### src/design/sha256_block_hasher_core_defines.svh
// Assertion macros shared by the SHA-256 block hasher RTL.
// Needs a clk and an active-low rst_n in the scope that uses them.
`ifndef SHA256_BLOCK_HASHER_CORE_DEFINES_SVH
`define SHA256_BLOCK_HASHER_CORE_DEFINES_SVH

`ifndef SYNTHESIS
// Check a property on every rising edge outside reset
`define SHB_ASSERT(lbl, prop, msg) \
  lbl: assert property (@(posedge clk) disable iff (!rst_n) prop) else $error(msg);
// Check a property on every rising edge, reset included
`define SHB_ASSERT_ALWAYS(lbl, prop, msg) \
  lbl: assert property (@(posedge clk) prop) else $error(msg);
`else
`define SHB_ASSERT(lbl, prop, msg)
`define SHB_ASSERT_ALWAYS(lbl, prop, msg)
`endif

`endif

### src/design/shb_pkg.sv
// Shared types, constants and round functions of the SHA-256 block hasher.
// No dependencies; shb_queue, shb_front, shb_back and the core import it.
`timescale 1ns / 1ps
`default_nettype none

package shb_pkg;

  localparam int WORD_W      = 32;
  localparam int BLOCK_WORDS = 16;
  localparam int WORD_IDX_W  = $clog2(BLOCK_WORDS);
  localparam int HASH_WORDS  = 8;
  localparam int HASH_IDX_W  = $clog2(HASH_WORDS);
  localparam int ROUNDS      = 64;
  localparam int ROUND_W     = $clog2(ROUNDS);
  localparam int QUEUE_DEPTH = 2;

  typedef logic [WORD_W-1:0] shb_word_t;
  typedef logic [0:HASH_WORDS-1][WORD_W-1:0] shb_hash_t;

  // Standard initial hash value
  localparam shb_hash_t SHB_IV = '{
    32'h6a09e667, 32'hbb67ae85, 32'h3c6ef372, 32'ha54ff53a,
    32'h510e527f, 32'h9b05688c, 32'h1f83d9ab, 32'h5be0cd19};

  // Round constants
  localparam shb_word_t SHB_K [ROUNDS] = '{
    32'h428a2f98, 32'h71374491, 32'hb5c0fbcf, 32'he9b5dba5, 32'h3956c25b, 32'h59f111f1,
    32'h923f82a4, 32'hab1c5ed5, 32'hd807aa98, 32'h12835b01, 32'h243185be, 32'h550c7dc3,
    32'h72be5d74, 32'h80deb1fe, 32'h9bdc06a7, 32'hc19bf174, 32'he49b69c1, 32'hefbe4786,
    32'h0fc19dc6, 32'h240ca1cc, 32'h2de92c6f, 32'h4a7484aa, 32'h5cb0a9dc, 32'h76f988da,
    32'h983e5152, 32'ha831c66d, 32'hb00327c8, 32'hbf597fc7, 32'hc6e00bf3, 32'hd5a79147,
    32'h06ca6351, 32'h14292967, 32'h27b70a85, 32'h2e1b2138, 32'h4d2c6dfc, 32'h53380d13,
    32'h650a7354, 32'h766a0abb, 32'h81c2c92e, 32'h92722c85, 32'ha2bfe8a1, 32'ha81a664b,
    32'hc24b8b70, 32'hc76c51a3, 32'hd192e819, 32'hd6990624, 32'hf40e3585, 32'h106aa070,
    32'h19a4c116, 32'h1e376c08, 32'h2748774c, 32'h34b0bcb5, 32'h391c0cb3, 32'h4ed8aa4a,
    32'h5b9cca4f, 32'h682e6ff3, 32'h748f82ee, 32'h78a5636f, 32'h84c87814, 32'h8cc70208,
    32'h90befffa, 32'ha4506ceb, 32'hbef9a3f7, 32'hc67178f2};

  // One queued job: reload the chaining value, compress a block, emit the digest
  typedef struct packed {
    logic init;
    logic compress;
    logic emit;
  } shb_cmd_t;

  // Front to queue: word write and job push
  typedef struct packed {
    logic                  wr_en;
    logic [WORD_IDX_W-1:0] wr_word;
    shb_word_t             wr_data;
    logic                  push;
    shb_cmd_t              cmd;
  } shb_front_req_t;

  // Back to queue: word read and job pop
  typedef struct packed {
    logic [WORD_IDX_W-1:0] rd_word;
    logic                  pop;
  } shb_back_req_t;

  // Queue occupancy
  typedef struct packed {
    logic full;
    logic empty;
  } shb_q_stat_t;

  typedef enum logic [4:0] {
    BK_IDLE  = 5'b00001,
    BK_PREP  = 5'b00010,
    BK_ROUND = 5'b00100,
    BK_FINAL = 5'b01000,
    BK_EMIT  = 5'b10000
  } shb_back_state_t;

  function automatic shb_word_t rotr(input shb_word_t x, input int unsigned n);
    return (x >> n) | (x << (WORD_W - n));
  endfunction

  function automatic shb_word_t bsig0(input shb_word_t x);
    return rotr(x, 2) ^ rotr(x, 13) ^ rotr(x, 22);
  endfunction

  function automatic shb_word_t bsig1(input shb_word_t x);
    return rotr(x, 6) ^ rotr(x, 11) ^ rotr(x, 25);
  endfunction

  function automatic shb_word_t ssig0(input shb_word_t x);
    return rotr(x, 7) ^ rotr(x, 18) ^ (x >> 3);
  endfunction

  function automatic shb_word_t ssig1(input shb_word_t x);
    return rotr(x, 17) ^ rotr(x, 19) ^ (x >> 10);
  endfunction

endpackage

`default_nettype wire

### src/design/shb_ram.sv
// Generic single-write, single-read RAM with registered read data.
// No dependencies.
`timescale 1ns / 1ps
`default_nettype none

module shb_ram #(
  parameter int WIDTH = 32,
  parameter int DEPTH = 32,
  parameter int AW    = $clog2(DEPTH)
) (
  input  wire logic             clk,
  input  wire logic             wr_en,
  input  wire logic [AW-1:0]    wr_addr,
  input  wire logic [WIDTH-1:0] wr_data,
  input  wire logic [AW-1:0]    rd_addr,
  output logic      [WIDTH-1:0] rd_data
);

  logic [WIDTH-1:0] mem [DEPTH];

  // Write port
  always_ff @(posedge clk) begin
    if (wr_en) begin
      mem[wr_addr] <= wr_data;
    end
  end

  // Registered read port
  always_ff @(posedge clk) begin
    rd_data <= mem[rd_addr];
  end

endmodule

`default_nettype wire

### src/design/shb_queue.sv
// Block queue between front and back: a RAM of block slots plus job flags.
// Depends on shb_pkg and shb_ram.
`timescale 1ns / 1ps
`default_nettype none

module shb_queue import shb_pkg::*; #(
  parameter int QUEUE_DEPTH = shb_pkg::QUEUE_DEPTH
) (
  input  wire logic           clk,
  input  wire logic           rst_n,
  input  wire shb_front_req_t front_req,
  input  wire shb_back_req_t  back_req,
  output shb_q_stat_t         q_stat,
  output shb_cmd_t            head_cmd,
  output shb_word_t           rd_data
);

  localparam int PTR_W = $clog2(QUEUE_DEPTH);
  localparam int CNT_W = $clog2(QUEUE_DEPTH + 1);
  localparam int AW    = PTR_W + WORD_IDX_W;

  logic [PTR_W-1:0] wr_slot_r, wr_slot_nxt;
  logic [PTR_W-1:0] rd_slot_r, rd_slot_nxt;
  logic [CNT_W-1:0] count_r, count_nxt;
  shb_cmd_t         cmd_r [QUEUE_DEPTH];

  assign q_stat.full  = (count_r == CNT_W'(QUEUE_DEPTH));
  assign q_stat.empty = (count_r == '0);
  assign head_cmd     = cmd_r[rd_slot_r];

  // Advance slot pointers and occupancy
  always_comb begin
    wr_slot_nxt = wr_slot_r + PTR_W'(front_req.push);
    rd_slot_nxt = rd_slot_r + PTR_W'(back_req.pop);
    count_nxt   = count_r + CNT_W'(front_req.push) - CNT_W'(back_req.pop);
  end

  always_ff @(posedge clk) begin
    if (!rst_n) begin
      wr_slot_r <= '0;
      rd_slot_r <= '0;
      count_r   <= '0;
    end else begin
      wr_slot_r <= wr_slot_nxt;
      rd_slot_r <= rd_slot_nxt;
      count_r   <= count_nxt;
    end
  end

  // Hold job flags of each slot
  always_ff @(posedge clk) begin
    if (front_req.push) begin
      cmd_r[wr_slot_r] <= front_req.cmd;
    end
  end

  // Block words, one slot of sixteen words per queued job
  shb_ram #(
    .WIDTH (WORD_W),
    .DEPTH (QUEUE_DEPTH * BLOCK_WORDS)
  ) u_blk_ram (
    .clk     (clk),
    .wr_en   (front_req.wr_en),
    .wr_addr ({wr_slot_r, front_req.wr_word}),
    .wr_data (front_req.wr_data),
    .rd_addr (AW'({rd_slot_r, back_req.rd_word})),
    .rd_data (rd_data)
  );

endmodule

`default_nettype wire

### src/design/shb_front.sv
// Front end: takes message word beats, places them in a block slot and
// classifies each beat into a queued job. Depends on shb_pkg.
`timescale 1ns / 1ps
`default_nettype none

module shb_front import shb_pkg::*; (
  input  wire logic        clk,
  input  wire logic        rst_n,
  input  wire logic        in_tvalid,
  output logic             in_tready,
  input  wire shb_word_t   in_tdata,
  input  wire logic        in_tuser,
  input  wire logic        in_tlast,
  input  wire shb_q_stat_t q_stat,
  output shb_front_req_t   front_req
);

  logic [WORD_IDX_W-1:0] pos_r, pos_nxt;
  logic                  pend_init_r, pend_init_nxt;
  logic                  accept;
  logic [WORD_IDX_W-1:0] pos_eff;
  logic                  blk_done;
  logic                  init_flag;

  // Stall only while every block slot is owned by the back end
  assign in_tready = !q_stat.full;
  assign accept    = in_tvalid && in_tready;

  // Classify the beat
  always_comb begin
    pos_eff   = in_tuser ? '0 : pos_r;
    blk_done  = (pos_eff == WORD_IDX_W'(BLOCK_WORDS - 1));
    init_flag = pend_init_r || in_tuser;

    front_req.wr_en        = accept;
    front_req.wr_word      = pos_eff;
    front_req.wr_data      = in_tdata;
    front_req.push         = accept && (blk_done || in_tlast);
    front_req.cmd.init     = init_flag;
    front_req.cmd.compress = blk_done;
    front_req.cmd.emit     = in_tlast;

    pos_nxt       = pos_r;
    pend_init_nxt = pend_init_r;
    if (accept) begin
      pos_nxt       = in_tlast ? '0 : pos_eff + 1'b1;
      pend_init_nxt = front_req.push ? 1'b0 : init_flag;
    end
  end

  always_ff @(posedge clk) begin
    if (!rst_n) begin
      pos_r       <= '0;
      pend_init_r <= 1'b0;
    end else begin
      pos_r       <= pos_nxt;
      pend_init_r <= pend_init_nxt;
    end
  end

endmodule

`default_nettype wire

### src/design/shb_back.sv
// Back end: compression engine, one SHA-256 round per cycle, and the digest
// output beats. Depends on shb_pkg.
`timescale 1ns / 1ps
`default_nettype none

module shb_back import shb_pkg::*; (
  input  wire logic        clk,
  input  wire logic        rst_n,
  input  wire shb_q_stat_t q_stat,
  input  wire shb_cmd_t    head_cmd,
  input  wire shb_word_t   rd_data,
  output shb_back_req_t    back_req,
  output logic             out_tvalid,
  input  wire logic        out_tready,
  output shb_word_t        out_tdata,
  output logic             out_tlast
);

  shb_back_state_t       state_r, state_nxt;
  logic [ROUND_W-1:0]    round_r, round_nxt;
  logic [HASH_IDX_W-1:0] idx_r, idx_nxt;
  shb_cmd_t              cmd_r, cmd_nxt;
  shb_hash_t             cv_r, cv_nxt;
  shb_hash_t             v_r, v_nxt;
  shb_word_t             sw_r [BLOCK_WORDS];
  shb_word_t             sw_nxt [BLOCK_WORDS];
  shb_word_t             w_sched, w_t, t1, t2, ch, maj;
  logic                  last_idx;

  assign last_idx   = (idx_r == HASH_IDX_W'(HASH_WORDS - 1));
  assign out_tvalid = (state_r == BK_EMIT);
  assign out_tdata  = cv_r[idx_r];
  assign out_tlast  = last_idx;

  // Schedule word and round terms
  always_comb begin
    w_sched = ssig1(sw_r[BLOCK_WORDS-2]) + sw_r[BLOCK_WORDS-7] + ssig0(sw_r[1]) + sw_r[0];
    w_t     = (round_r < ROUND_W'(BLOCK_WORDS)) ? rd_data : w_sched;
    ch      = (v_r[4] & v_r[5]) ^ (~v_r[4] & v_r[6]);
    maj     = (v_r[0] & v_r[1]) ^ (v_r[0] & v_r[2]) ^ (v_r[1] & v_r[2]);
    t1      = v_r[7] + bsig1(v_r[4]) + ch + SHB_K[round_r] + w_t;
    t2      = bsig0(v_r[0]) + maj;
  end

  // Sequence one job
  always_comb begin
    state_nxt    = state_r;
    round_nxt    = round_r;
    idx_nxt      = idx_r;
    cmd_nxt      = cmd_r;
    cv_nxt       = cv_r;
    v_nxt        = v_r;
    sw_nxt       = sw_r;
    back_req.pop = 1'b0;
    // Prefetch the next block word; the RAM returns it in the next cycle
    back_req.rd_word = (state_r == BK_ROUND) ? round_r[WORD_IDX_W-1:0] + 1'b1 : '0;
    case (state_r)
      BK_IDLE: begin
        if (!q_stat.empty) begin
          cmd_nxt   = head_cmd;
          state_nxt = BK_PREP;
        end
      end
      BK_PREP: begin
        if (cmd_r.init) begin
          cv_nxt = SHB_IV;
        end
        v_nxt     = cv_nxt;
        round_nxt = '0;
        idx_nxt   = '0;
        state_nxt = cmd_r.compress ? BK_ROUND : BK_EMIT;
      end
      BK_ROUND: begin
        for (int i = 0; i < BLOCK_WORDS - 1; i++) begin
          sw_nxt[i] = sw_r[i+1];
        end
        sw_nxt[BLOCK_WORDS-1] = w_t;
        v_nxt[7]  = v_r[6];
        v_nxt[6]  = v_r[5];
        v_nxt[5]  = v_r[4];
        v_nxt[4]  = v_r[3] + t1;
        v_nxt[3]  = v_r[2];
        v_nxt[2]  = v_r[1];
        v_nxt[1]  = v_r[0];
        v_nxt[0]  = t1 + t2;
        round_nxt = round_r + 1'b1;
        if (round_r == ROUND_W'(ROUNDS - 1)) begin
          state_nxt = BK_FINAL;
        end
      end
      BK_FINAL: begin
        for (int i = 0; i < HASH_WORDS; i++) begin
          cv_nxt[i] = cv_r[i] + v_r[i];
        end
        if (cmd_r.emit) begin
          state_nxt = BK_EMIT;
        end else begin
          back_req.pop = 1'b1;
          state_nxt    = BK_IDLE;
        end
      end
      BK_EMIT: begin
        if (out_tready) begin
          idx_nxt = idx_r + 1'b1;
          if (last_idx) begin
            back_req.pop = 1'b1;
            state_nxt    = BK_IDLE;
          end
        end
      end
      default: begin
        state_nxt = BK_IDLE;
      end
    endcase
  end

  // Control state and chaining value
  always_ff @(posedge clk) begin
    if (!rst_n) begin
      state_r <= BK_IDLE;
      cv_r    <= SHB_IV;
    end else begin
      state_r <= state_nxt;
      cv_r    <= cv_nxt;
    end
  end

  // Working variables, schedule window and counters
  always_ff @(posedge clk) begin
    round_r <= round_nxt;
    idx_r   <= idx_nxt;
    cmd_r   <= cmd_nxt;
    v_r     <= v_nxt;
    sw_r    <= sw_nxt;
  end

endmodule

`default_nettype wire

### src/design/sha256_block_hasher_core.sv
// SHA-256 block hasher core: padded 32-bit message word beats in, eight
// digest word beats out. Words are taken one per cycle into a two-slot block
// buffer as long as a slot is free; each full 16-word block then passes the
// compression engine in order: job pickup, setup, 64 rounds at one round per
// cycle, then the feed-forward. The words of the next block can fill the other
// slot meanwhile, so the sustained rate is set by the single round unit.
// A final word that ends on a partial block goes through pickup and setup
// only, before its eight digest beats, most significant word first, with tlast on
// the eighth. tuser marks the first word of a message and reloads the
// standard initial hash; words before a start continue from the current
// chaining value. No clearing pass after reset. Depends on shb_pkg, shb_front,
// shb_queue, shb_back and the defines.
`timescale 1ns / 1ps
`default_nettype none

`include "sha256_block_hasher_core_defines.svh"

module sha256_block_hasher_core import shb_pkg::*; #(
  parameter int QUEUE_DEPTH = shb_pkg::QUEUE_DEPTH
) (
  input  wire logic        clk,
  input  wire logic        rst_n,
  input  wire logic        in_tvalid,
  output logic             in_tready,
  input  wire logic [31:0] in_tdata,   // [31:0] message_word
  input  wire logic        in_tuser,   // [0] starts_message
  input  wire logic        in_tlast,   // ends_message
  output logic             out_tvalid,
  input  wire logic        out_tready,
  output logic      [31:0] out_tdata,  // [31:0] digest_word
  output logic             out_tlast   // last_digest_word
);

  shb_front_req_t front_req;
  shb_back_req_t  back_req;
  shb_q_stat_t    q_stat;
  shb_cmd_t       head_cmd;
  shb_word_t      rd_data;

  // Accept and classify word beats
  shb_front u_front (
    .clk       (clk),
    .rst_n     (rst_n),
    .in_tvalid (in_tvalid),
    .in_tready (in_tready),
    .in_tdata  (in_tdata),
    .in_tuser  (in_tuser),
    .in_tlast  (in_tlast),
    .q_stat    (q_stat),
    .front_req (front_req)
  );

  // Hold gathered blocks until the engine takes them
  shb_queue #(
    .QUEUE_DEPTH (QUEUE_DEPTH)
  ) u_queue (
    .clk       (clk),
    .rst_n     (rst_n),
    .front_req (front_req),
    .back_req  (back_req),
    .q_stat    (q_stat),
    .head_cmd  (head_cmd),
    .rd_data   (rd_data)
  );

  // Compress blocks and send the digest
  shb_back u_back (
    .clk        (clk),
    .rst_n      (rst_n),
    .q_stat     (q_stat),
    .head_cmd   (head_cmd),
    .rd_data    (rd_data),
    .back_req   (back_req),
    .out_tvalid (out_tvalid),
    .out_tready (out_tready),
    .out_tdata  (out_tdata),
    .out_tlast  (out_tlast)
  );

  `SHB_ASSERT(a_no_push_full, !(front_req.push && q_stat.full), "job pushed into full queue")
  `SHB_ASSERT(a_no_pop_empty, !(back_req.pop && q_stat.empty), "job popped from empty queue")
  `SHB_ASSERT(a_emit_owns_slot, out_tvalid |-> !q_stat.empty, "digest beat without queued job")
  `SHB_ASSERT(a_gap_after_last, (out_tvalid && out_tready && out_tlast) |=> !out_tvalid, "beat after last digest word")

endmodule

`default_nettype wire

### config.mk
export PLATFORM = sky130hd
export DESIGN_NAME = sha256_block_hasher_core
export DESIGN_NICKNAME = d
export VERILOG_FILES = /design/src/design/shb_pkg.sv /design/src/design/shb_ram.sv /design/src/design/shb_queue.sv /design/src/design/shb_front.sv /design/src/design/shb_back.sv /design/src/design/sha256_block_hasher_core.sv
export VERILOG_INCLUDE_DIRS = /design/src /design/src/design
export SDC_FILE = /design/constraint.sdc
export NUM_CORES = 2
export LEC_CHECK = 0
export BUFFER_PORTS_ARGS = -buffer_cell sky130_fd_sc_hd__buf_2
export CAP_MARGIN = 20
export CORE_ASPECT_RATIO = 1.25
export CORE_MARGIN = 2
export CORE_UTILIZATION = 39
export CTS_CLUSTER_DIAMETER = 200
export DETAILED_ROUTE_END_ITERATION = 8
export PLACE_DENSITY_LB_ADDON = 0.15
export SLEW_MARGIN = 20
export SYNTH_ARGS = -nofsm -noshare
export SYNTH_HDL_FRONTEND = slang
export SYNTH_SLANG_ARGS = --single-unit
### constraint.sdc
create_clock -name clk -period 43.2 [get_ports clk]
set_input_delay 2.16 -clock clk [delete_from_list [all_inputs] [get_ports clk]]
set_output_delay 2.16 -clock clk [all_outputs]
set_load 0.02 [all_outputs]
==> results.sh <==
export IMPL_wire_per_inst_um=27.9
export IMPL_insertion_delay_ns=0.94
export IMPL_pin_count=73
export IMPL_cts_max_path_buffers=4
export IMPL_synthFlopType="edfxtp_1"
export IMPL_rows=215
export IMPL_period_share_pct=25.2
export IMPL_start_util_pct=39.2
export IMPL_finalCriticalPeriod_ns=10.90
export IMPL_end_kind="register"
export IMPL_synth_nets=9449
export IMPL_ir_worst_vdd_mv=0.0408
export IMPL_synthDistinctLibCells=90
export IMPL_powerDensity_nw_per_um2=43.6
export IMPL_critical_path_max_stage_delay_ns=0.76
export IMPL_via_per_inst=5.76
export IMPL_yosysTopAreaCellShare_pct=50.7
export IMPL_cts_setup_buffers=0
export IMPL_p_leak_nw=42.1
export IMPL_crit_type="reg -> reg"
export IMPL_grt_usage_pct=24.6
export IMPL_drt_iter0_drc=6303
export IMPL_clock_sinks=2112
export IMPL_synth_avg_cell_area_um2=12.2
export IMPL_async_flop_share_pct=0
export IMPL_fmax_mhz=91.7
export IMPL_coreArea_um2=274000
export IMPL_netlist_instances=8802
export IMPL_grt_pass1_wl_um=506000
export IMPL_drive_gt1_share_pct=10.5
export IMPL_start_kind="register"
export IMPL_setup_tns_ns=0
export IMPL_vias=72176
export IMPL_yosysMostFrequentCell="edfxtp_1"
export IMPL_cts_tree="built"
export IMPL_finalClockSkew_ns=0.0855
export IMPL_yosys_area_top_type="edfxtp_1"
export IMPL_die_area_um2=279000
export IMPL_setup_viol=0
export IMPL_first_pass_iters=6
export IMPL_cts_htree_levels=4
export IMPL_cp_max_fo=5
export IMPL_cts_resized=0
export IMPL_drcViolationCount=0
export IMPL_gp_congestion=0.950
export IMPL_finalWirelength_um=350000
export IMPL_gr_total_overflow=0
export IMPL_hold_path_class="reg -> reg"
export IMPL_path_clk_slew_ns=0.06
export IMPL_grt_pass1_vias=71935
export IMPL_cts_buffers=226
export IMPL_synthesis_area_um2=107000
export IMPL_status="finished, final reports clean"
export IMPL_root_buffer="clkbuf_16"
export IMPL_ctsHoldBuffers=0
export IMPL_drtAntennaViolNets=0
export IMPL_slew_viol_final=0
export IMPL_critPathRequiredTime_ns=43.81
export IMPL_place_hpwl_um=237000
export IMPL_ys_ff_latch=2112
export IMPL_dieWidth_um=473
export IMPL_synthTopCellsByArea="edfxtp_1 51%, dfxtp_1 5.6%, ha_1 4.8%"
export IMPL_synth_edf_count=1810
export IMPL_tightest_slew_ns=1.17
export IMPL_maxSlewHeadroom_pct=21.2
export IMPL_cp_common_cell="xnor2_1"
export IMPL_antenna_found_initial=17
export IMPL_cp_slowest_cell="nor4bb_1"
export IMPL_ys_warn_count=0
export IMPL_seq_area_frac_synth_pct=56.3
export IMPL_synth_common_cells="1810 x edfxtp_1, 909 x nand2_1, 662 x o21ai_0"
export IMPL_rsz0062_at_grt="no"
export IMPL_grt_max_degree=174
export IMPL_power_w=0.00518
export IMPL_arrival_ns=11.51
export IMPL_drv_cap=0
export IMPL_dieHeight_um=590
export IMPL_nets=9413
export IMPL_area_growth_pct=10.9
export IMPL_port_buffer_count=72
export IMPL_hold_viol=0
## power by group
group / total (W) / switching [W] / internal [W]
clock: 0.00193 / 0.000849 / 0.00108
combinational: 0.00103 / 0.000642 / 0.000390
sequential: 0.00222 / 0.0000120 / 0.00221
total: 0.00518 / 0.00150 / 0.00368
## cell type report
cell class	instances	area [um2]
Tap cell	3580	4480
Fill cell	25171	155000
Antenna cell	4	10.0
Inverter	413	1570
Sequential cell	2112	60400
Timing Repair Buffer	221	1540
Clock inverter	131	1220
Multi-Input combinational cell	5792	43800
Clock buffer	279	5960
## worst paths after layout
kind                               from                          to  slack [ns]  cells past startpoint
max          u_back.sw_r[469]$_DFFE_PP_   u_back.v_r[255]$_DFFE_PP_       32.30                     39
max reg2reg  u_back.sw_r[469]$_DFFE_PP_   u_back.v_r[255]$_DFFE_PP_       32.30                     39
min reg2reg  u_back.sw_r[126]$_DFFE_PP_  u_back.sw_r[158]$_DFFE_PP_        0.37                      0
min          u_back.sw_r[126]$_DFFE_PP_  u_back.sw_r[158]$_DFFE_PP_        0.37                      0
## cell usage in the layout (no fill, tap or decap), types with 35 or more instances in the layout
cell and instances:
edfxtp_1 1810, nand2_1 903, o21ai_0 662, ha_1 413, a21oi_1 407, inv_1 406
xnor2_1 402, nor2_1 382, dfxtp_1 301, clkbuf_16 228, nor3_1 199, mux4_2 196
fa_1 195, a21o_1 171, xor2_1 169, nand3_1 154, buf_4 145, nand3b_1 129
a211oi_1 124, mux2_2 97, nor2b_1 89, a31oi_1 82, a221oi_1 75, buf_2 71
o21ai_1 63, nand2b_1 62, o21a_1 62, mux2i_1 57, and2_1 56, clkbuf_1 45
o211ai_1 43, o21bai_1 43, o311ai_0 42, clkinv_2 42, a22oi_1 35, nor2_4 35
## metal layers
layer	share of wire, %	wire [um]	up-vias	global-route usage (%)
li1	-	-	32508	-
met1	40	141000	36896	30.6
met2	51	177000	2191	43.6
met3	4.7	16400	577	2.67
met4	4.2	14700	4	9.49
met5	0.0071	25	-	0
## metrics by stage
stage	cell area, um2	hold slack (ns)	worst slack (ns)	instances	utilization, %
global placement	112000	0.400	32.33	12118	40.8
finish	119000	0.366	32.30	12532	43.4
detailed placement	112000	0.405	32.38	12118	40.8
CTS	119000	0.363	32.31	12528	43.4
floorplan	107000	0.400	25.97	8802	-
global route	119000	0.367	31.69	12530	43.4
## cell families (layout without fill, tap and decap cells)
kind of cell,count (synthesis),in the layout,synth area share [%]
compound gates,2066,2066,12.1
buf+inv,898,1044,3.18
simple gates,2177,2177,9.42
other cells,0,4,0
flops,2112,2112,56.3
fa+ha+maj,627,627,8.64
xor+xnor,572,572,4.68
mux,350,350,5.67
## sequential cells by signal, summed over array words and instances, names as in the netlist
| register | cells |
|---|---|
| u_queue.u_blk_ram.mem | 1024 |
| u_back.sw_r | 512 |
| u_back.cv_r | 256 |
| u_back.v_r | 256 |
| u_queue.u_blk_ram.rd_data | 32 |
| u_back.round_r | 6 |
| u_queue.cmd_r | 6 |
| u_back.state_r | 5 |
| u_front.pos_r | 4 |
| u_back.cmd_r | 3 |
| u_back.idx_r | 3 |
| u_queue.count_r | 2 |
| u_front.pend_init_r | 1 |
| u_queue.rd_slot_r | 1 |
| u_queue.wr_slot_r | 1 |
## worst max-delay path: cells and delay by family, from the launching register on
kind | cells | cell delay [ns]
compound gates | 12 | 2.39
xor+xnor | 6 | 1.43
mux | 1 | 0.67
flops | 1 | 0.51
buf+inv | 3 | 0.15
simple gates | 9 | 1.95
fa+ha+maj | 8 | 3.47
Power figures use the tool's default switching activity.
